===== src/rtl/core/cbd_pkg.sv =====
// Shared beat types and character constants for the chunked body decoder.
`timescale 1ns / 1ps

package cbd_pkg;

    // One raw byte of the chunked body.
    typedef struct packed {
        logic [7:0] in_byte;
        logic       in_last;
    } body_beat_t;

    // One decoded data byte or one end-of-message status.
    typedef struct packed {
        logic [7:0] out_byte;
        logic [1:0] out_kind;
    } result_beat_t;

    localparam logic [1:0] KIND_DATA = 2'd0;
    localparam logic [1:0] KIND_OK   = 2'd1;
    localparam logic [1:0] KIND_ERR  = 2'd2;

    localparam int          LIMIT_W     = 31;
    localparam int          HEX_BITS    = 4;
    localparam logic [7:0]  CHAR_CR     = 8'h0D;
    localparam logic [7:0]  CHAR_LF     = 8'h0A;
    localparam logic [LIMIT_W-1:0] LIMIT_RESET = {LIMIT_W{1'b1}};

endpackage


===== src/rtl/core/chunked_body_decoder.sv =====
// Chunked transfer body decoder: size lines, data pass-through and end status.
`timescale 1ns / 1ps
// The body channel (body_valid, body_stall, body_beat) carries one raw byte per beat,
// with in_last marking the final byte of a message. The result channel (res_valid,
// res_stall, res_beat) carries decoded data bytes (kind data) and, once per message,
// one status beat (ok or error). Size lines, CRLF markers and trailer bytes give no
// result beat. After an error the consumer should discard the data of that message.
// A byte accepted on the body channel is registered in the input register, decoded
// combinationally and its result is registered in the result register. One byte is
// taken every cycle while the receiver does not stall; the throughput is set by the
// single decode stage between the input register and the result register.
// When the receiver stalls, the result register holds its beat and the input
// register holds the next byte; body_stall rises only when both are full.
// chunk_limit_we writes the largest accepted chunk size; write it only while idle.
// Reset clears both registers, returns the parser to the start of a size line and
// restores the chunk limit to its largest value.
module chunked_body_decoder #(
    parameter int SIZE_WIDTH = 32
) (
    input  logic                       clk,
    input  logic                       rst_n,
    input  logic                       body_valid,
    output logic                       body_stall,
    input  cbd_pkg::body_beat_t        body_beat,
    output logic                       res_valid,
    input  logic                       res_stall,
    output cbd_pkg::result_beat_t      res_beat,
    input  logic                       chunk_limit_we,
    input  logic [cbd_pkg::LIMIT_W-1:0] chunk_limit_data
);

    import cbd_pkg::*;

    localparam int NEXT_W = SIZE_WIDTH + HEX_BITS;
    localparam int CMP_W  = (NEXT_W > LIMIT_W) ? NEXT_W : LIMIT_W;

    typedef enum logic [2:0] {
        PH_SIZE,
        PH_DATA,
        PH_CR,
        PH_LF,
        PH_TRAILER
    } phase_t;

    logic                  s1_valid_reg, s1_valid_next;
    body_beat_t            s1_beat_reg;
    logic                  res_valid_reg, res_valid_next;
    result_beat_t          res_beat_reg, res_beat_next;
    logic [LIMIT_W-1:0]    limit_reg;

    phase_t                phase_reg, phase_next;
    logic [SIZE_WIDTH-1:0] accum_reg, accum_next;
    logic                  has_digit_reg, has_digit_next;
    logic                  cr_seen_reg, cr_seen_next;
    logic [SIZE_WIDTH-1:0] left_reg, left_next;
    logic                  settled_reg, settled_next;

    logic                  out_free;
    logic                  fire;
    logic                  emit;
    logic [1:0]            emit_kind;
    logic [7:0]            emit_byte;
    logic [7:0]            b;
    logic                  hex_ok;
    logic [HEX_BITS-1:0]   hex_digit;
    logic [NEXT_W-1:0]     size_shifted;
    logic                  size_too_big;
    logic [SIZE_WIDTH-1:0] left_dec;

    assign out_free   = !res_valid_reg || !res_stall;
    assign fire       = s1_valid_reg && out_free;
    assign body_stall = s1_valid_reg && !out_free;
    assign res_valid  = res_valid_reg;
    assign res_beat   = res_beat_reg;
    assign b          = s1_beat_reg.in_byte;

    always_comb
    begin
        hex_ok    = 1'b1;
        hex_digit = '0;
        if (b >= "0" && b <= "9")
        begin
            hex_digit = HEX_BITS'(b - 8'h30);
        end
        else if (b >= "a" && b <= "f")
        begin
            hex_digit = HEX_BITS'(b - 8'h57);
        end
        else if (b >= "A" && b <= "F")
        begin
            hex_digit = HEX_BITS'(b - 8'h37);
        end
        else
        begin
            hex_ok = 1'b0;
        end
    end

    // The new size is checked against both the limit and the accumulator range.
    assign size_shifted = {accum_reg, hex_digit};
    assign size_too_big = (CMP_W'(size_shifted) > CMP_W'(limit_reg))
                       || (size_shifted[NEXT_W-1:SIZE_WIDTH] != '0);
    assign left_dec     = (left_reg != '0) ? left_reg - 1'b1 : left_reg;

    always_comb
    begin
        phase_next     = phase_reg;
        accum_next     = accum_reg;
        has_digit_next = has_digit_reg;
        cr_seen_next   = cr_seen_reg;
        left_next      = left_reg;
        settled_next   = settled_reg;
        emit           = 1'b0;
        emit_kind      = KIND_DATA;
        emit_byte      = '0;

        if (!settled_reg)
        begin
            case (phase_reg)
                PH_SIZE:
                begin
                    if (cr_seen_reg && b != CHAR_LF)
                    begin
                        emit      = 1'b1;
                        emit_kind = KIND_ERR;
                    end
                    else if (b == CHAR_CR)
                    begin
                        cr_seen_next = 1'b1;
                    end
                    else if (b == CHAR_LF)
                    begin
                        if (has_digit_reg)
                        begin
                            if (accum_reg == '0)
                            begin
                                phase_next = PH_TRAILER;
                            end
                            else
                            begin
                                left_next  = accum_reg;
                                phase_next = PH_DATA;
                            end
                        end
                        accum_next     = '0;
                        has_digit_next = 1'b0;
                        cr_seen_next   = 1'b0;
                    end
                    else if (!hex_ok || size_too_big)
                    begin
                        emit      = 1'b1;
                        emit_kind = KIND_ERR;
                    end
                    else
                    begin
                        accum_next     = size_shifted[SIZE_WIDTH-1:0];
                        has_digit_next = 1'b1;
                    end
                end
                PH_DATA:
                begin
                    emit      = 1'b1;
                    emit_kind = KIND_DATA;
                    emit_byte = b;
                    left_next = left_dec;
                    if (left_dec == '0)
                    begin
                        phase_next = PH_CR;
                    end
                end
                PH_CR:
                begin
                    if (b != CHAR_CR)
                    begin
                        emit      = 1'b1;
                        emit_kind = KIND_ERR;
                    end
                    else
                    begin
                        phase_next = PH_LF;
                    end
                end
                PH_LF:
                begin
                    if (b != CHAR_LF)
                    begin
                        emit      = 1'b1;
                        emit_kind = KIND_ERR;
                    end
                    else
                    begin
                        phase_next = PH_SIZE;
                    end
                end
                PH_TRAILER:
                begin
                    if (b == CHAR_LF)
                    begin
                        emit      = 1'b1;
                        emit_kind = KIND_OK;
                    end
                end
                default:
                begin
                    emit      = 1'b1;
                    emit_kind = KIND_ERR;
                end
            endcase
            if (emit && emit_kind != KIND_DATA)
            begin
                settled_next = 1'b1;
            end
        end

        if (s1_beat_reg.in_last)
        begin
            // The end status replaces a data beat, but never an earlier status.
            if (!settled_next)
            begin
                emit      = 1'b1;
                emit_byte = '0;
                if (phase_next == PH_SIZE)
                begin
                    emit_kind = (has_digit_next && accum_next != '0) ? KIND_ERR : KIND_OK;
                end
                else if (phase_next == PH_TRAILER)
                begin
                    emit_kind = KIND_OK;
                end
                else
                begin
                    emit_kind = KIND_ERR;
                end
            end
            phase_next     = PH_SIZE;
            accum_next     = '0;
            has_digit_next = 1'b0;
            cr_seen_next   = 1'b0;
            left_next      = '0;
            settled_next   = 1'b0;
        end
    end

    always_comb
    begin
        s1_valid_next = s1_valid_reg;
        if (body_valid && !body_stall)
        begin
            s1_valid_next = 1'b1;
        end
        else if (fire)
        begin
            s1_valid_next = 1'b0;
        end

        res_valid_next         = res_valid_reg;
        res_beat_next          = res_beat_reg;
        if (fire && emit)
        begin
            res_valid_next         = 1'b1;
            res_beat_next.out_byte = emit_byte;
            res_beat_next.out_kind = emit_kind;
        end
        else if (!res_stall)
        begin
            res_valid_next = 1'b0;
        end
    end

    always_ff @(posedge clk or negedge rst_n)
    begin
        if (!rst_n)
        begin
            s1_valid_reg  <= 1'b0;
            s1_beat_reg   <= '0;
            res_valid_reg <= 1'b0;
            res_beat_reg  <= '0;
            limit_reg     <= LIMIT_RESET;
            phase_reg     <= PH_SIZE;
            accum_reg     <= '0;
            has_digit_reg <= 1'b0;
            cr_seen_reg   <= 1'b0;
            left_reg      <= '0;
            settled_reg   <= 1'b0;
        end
        else
        begin
            s1_valid_reg  <= s1_valid_next;
            res_valid_reg <= res_valid_next;
            res_beat_reg  <= res_beat_next;
            if (body_valid && !body_stall)
            begin
                s1_beat_reg <= body_beat;
            end
            if (chunk_limit_we)
            begin
                limit_reg <= chunk_limit_data;
            end
            if (fire)
            begin
                phase_reg     <= phase_next;
                accum_reg     <= accum_next;
                has_digit_reg <= has_digit_next;
                cr_seen_reg   <= cr_seen_next;
                left_reg      <= left_next;
                settled_reg   <= settled_next;
            end
        end
    end

endmodule

===== config.mk =====
export PLATFORM = sky130hd
export DESIGN_NAME = chunked_body_decoder
export DESIGN_NICKNAME = d
export VERILOG_FILES = /design/src/rtl/core/cbd_pkg.sv /design/src/rtl/core/chunked_body_decoder.sv
export SDC_FILE = /design/constraint.sdc
export NUM_CORES = 1
export LEC_CHECK = 0
export BUFFER_PORTS_ARGS = -buffer_cell sky130_fd_sc_hd__buf_2
export CELL_PAD_IN_SITES_DETAIL_PLACEMENT = 1
export CELL_PAD_IN_SITES_GLOBAL_PLACEMENT = 2
export CORE_ASPECT_RATIO = 0.5
export CORE_MARGIN = 2
export CORE_UTILIZATION = 34
export CTS_CLUSTER_DIAMETER = 40
export DETAILED_ROUTE_END_ITERATION = 8
export GPL_ROUTABILITY_DRIVEN = 0
export GPL_TIMING_DRIVEN = 0
export PLACE_DENSITY = 0.84
export REMOVE_ABC_BUFFERS = 1
export SETUP_SLACK_MARGIN = 0.5
export SLEW_MARGIN = 25
export SYNTH_ARGS = -nofsm -noshare
export SYNTH_HDL_FRONTEND = slang
export SYNTH_SLANG_ARGS = --single-unit
export TNS_END_PERCENT = 10

===== constraint.sdc =====
create_clock -name clk -period 3.45 [get_ports clk]
set_input_delay 0.1725 -clock clk [delete_from_list [all_inputs] [get_ports clk]]
set_output_delay 0.1725 -clock clk [all_outputs]
set_load 0.03 [all_outputs]

==> impl_metrics.env <==
export IMPL_timing_final_crit_share=1.11
export IMPL_max_slew_margin=0.344
export IMPL_yosysTopAreaCellShare=0.290
export IMPL_insertion_delay_ns=0.43
export IMPL_yosysWarningCount=0
export IMPL_crit_path_start_kind="flip-flop"
export IMPL_fin_worst_skew_ns=0.0101
export IMPL_routed_wl_mm=28.7
export IMPL_cts_root_buffer="clkbuf_16"
export IMPL_cts_tree="yes"
export IMPL_ant_nets=0
export IMPL_synthArstFlopShare=1.00
export IMPL_whs_ns=0.0161
export IMPL_row_count=39
export IMPL_max_cap_viol_count=0
export IMPL_synth_edf_count=0
export IMPL_antenna_found_initial=0
export IMPL_worst_ir_drop_vdd_v=0.000338
export IMPL_synth_avg_cell_area_um2=8.57
export IMPL_period_needed_ns=3.84
export IMPL_ios=57
export IMPL_finalWorstSetupSlack_ns=-0.389
export IMPL_grt_max_degree=67
export IMPL_yosysMostFrequentCell="nand2_1"
export IMPL_cts_buffers_inserted=17
export IMPL_maxSlewViolCount=0
export IMPL_cp_required_ns=3.76
export IMPL_diodes=0
export IMPL_dp_cells=1222
export IMPL_violations="negative setup slack"
export IMPL_die_h_um=111
export IMPL_p_leak_nw=4.27
export IMPL_wl_per_cell_um=21.7
export IMPL_remaining_drc_errors=0
export IMPL_synth_common_cells="nand2_1, o21ai_0, dfrtp_1"
export IMPL_synth_cell_type_count=77
export IMPL_setup_viol=65
export IMPL_min_path_type="in -> reg"
export IMPL_netlist_area_um2=7840
export IMPL_core_area_um2=22700
export IMPL_grt_pass1_wl_mm=45.9
export IMPL_seq_area_frac_synth=0.394
export IMPL_start_util=0.345
export IMPL_tns_ns=-18.60
export IMPL_area_growth_pct=28.1
export IMPL_crit_path_end_kind="flip-flop"
export IMPL_rsz0062_at_grt="true"
export IMPL_ys_flop_type="dfrtp_1"
export IMPL_first_iter_violations=542
export IMPL_drt_pass1_iter_count=5
export IMPL_io_buffers=56
export IMPL_timing_hold_violations_final=0
export IMPL_grt_pass1_vias=8083
export IMPL_total_power_mw=6.44
export IMPL_via_per_inst=5.90
export IMPL_fp_dieW_um=219
export IMPL_fmax_mhz=260
export IMPL_clockBufferDepth=2
export IMPL_fin_area_um2=10000
export IMPL_overflow=0
export IMPL_synthTopCellsByArea="dfrtp_1, dfstp_2, o21ai_0, nand2_1, ha_1"
export IMPL_dpl_instance_area_um2=8360
export IMPL_critical_path_class="reg -> reg"
export IMPL_status="finished with violations"
export IMPL_tightest_slew_ns=0.985
export IMPL_die_area_um2=24400
export IMPL_drive_gt1_frac=0.246
export IMPL_netlist_instances=915
export IMPL_clk_pin_slew_ns=0.06
export IMPL_critPathMaxFanout=6
export IMPL_arrival_ns=4.15
export IMPL_fin_cells=1323
export IMPL_ys_seq_elements=122
export IMPL_vias=7809
export IMPL_layout_nets=1084
export IMPL_hpwl_mm=18.0
export IMPL_htreeDepth=4
export IMPL_synth_top_area_cell="dfrtp_1"
export IMPL_cts_sinks=122
export IMPL_grt_usage=0.241
export IMPL_powerDensity_nw_per_um2=641
report_power, final:
group,switching (mW),internal [mW],leakage (nW)
clock,0.735,1.13,0.301
sequential,0.347,1.62,1.55
combinational,1.62,0.981,2.42
worst max-delay path: stages, from the launching register on:
cell and delay [ns]:
dfrtp_2 0.45, inv_2 0.10, ha_4 0.14, or3b_4 0.38, and3_4 0.21, a21oi_4 0.21
buf_6 0.15, nor2_4 0.04, ha_4 0.28, nand4_1 0.16, or4_4 0.46, o21ai_2 0.10
buf_6 0.14, o2111a_2 0.35, nor3_4 0.09, buf_6 0.16, a221o_1 0.29
through the flow:
step	util	setup WS [ns]
CTS	0.431	-0.302
detailed placement	0.367	-1.87
global placement	0.362	-2.56
finish	0.442	-0.389
global route	0.442	-0.503
floorplan	-	-1.06
cell usage in the layout, fill, tap and decap left out, types with 7 or more instances in the layout:
cell             n
nand2_1        134
dfrtp_1         86
o21ai_0         75
buf_2           55
a21oi_1         46
inv_1           43
a22oi_1         43
dlygate4sd3_1   41
nor2_1          40
dfstp_2         31
ha_1            30
o21ai_1         29
o21ai_2         20
nor4_1          19
clkbuf_16       19
buf_4           17
o31ai_1         15
nand4_1         14
nor3_1          12
nand3_1         11
a22o_1          11
o41ai_1         10
mux2_2          10
or4_1            8
or3_1            8
nand2b_1         7
cell type report:
| class | count | area [um2] |
|---|---|---|
| clock buffers | 20 | 468 |
| clock inverters | 12 | 134 |
| fillers | 2626 | 12700 |
| inverters | 45 | 171 |
| multi-input cells | 692 | 4780 |
| flip-flops and latches | 122 | 3100 |
| well taps | 307 | 384 |
| repair buffers | 125 | 1010 |
what timing repair did:
| item | 4_1_cts | 5_1_grt |
|---|---|---|
| cloned | 5 | 1 |
| endpoints found under the setup margin | 79 | 79 |
| resized for setup | 90 | 47 |
| pin swaps | 49 | 20 |
| endpoints found under the hold margin | 77 | 0 |
| setup buffers | 17 | 4 |
| hold buffers | 41 | 0 |
logic make-up after synthesis:
logic type	after synthesis	synth area share
and+or+nand+nor	317	0.212
DFF	122	0.394
AOI/OAI and AO/OA	312	0.252
buffers and inverters	106	0.0555
muxes	16	0.0220
adders and majority gates	36	0.0574
xor gates and xnor gates	6	0.00670
metal layers:
metal,part of all wire,global-route usage,vias up
met5,0,0,-
met4,0.014,0.0532,0
met3,0.049,0.0492,29
met2,0.48,0.392,173
met1,0.46,0.333,4041
li1,-,-,3566
path summary, 6_finish.rpt:
| check | startpoint | end | slack (ns) | depth (start not counted) |
|---|---|---|---|---|
| setup / recovery | b[0]$_DFFE_PN0P_ | left_reg[18]$_DFFE_PN0P_ | -0.39 | 16 |
| hold / removal | res_stall | res_valid$_DFFE_PN0P_ | 0.02 | 3 |
| setup reg to reg | b[0]$_DFFE_PN0P_ | left_reg[18]$_DFFE_PN0P_ | -0.39 | 16 |
| hold reg to reg | res_beat[3]$_DFFE_PN0P_ | res_beat[3]$_DFFE_PN0P_ | 0.51 | 2 |
| max in group asynchronous | rst_n | limit_reg[28]$_DFFE_PN1P_ | 2.45 | 3 |
| min in group asynchronous | rst_n | accum_reg[5]$_DFFE_PN0P_ | 0.28 | 2 |
Note: power is estimated with default switching activity, not from simulation.
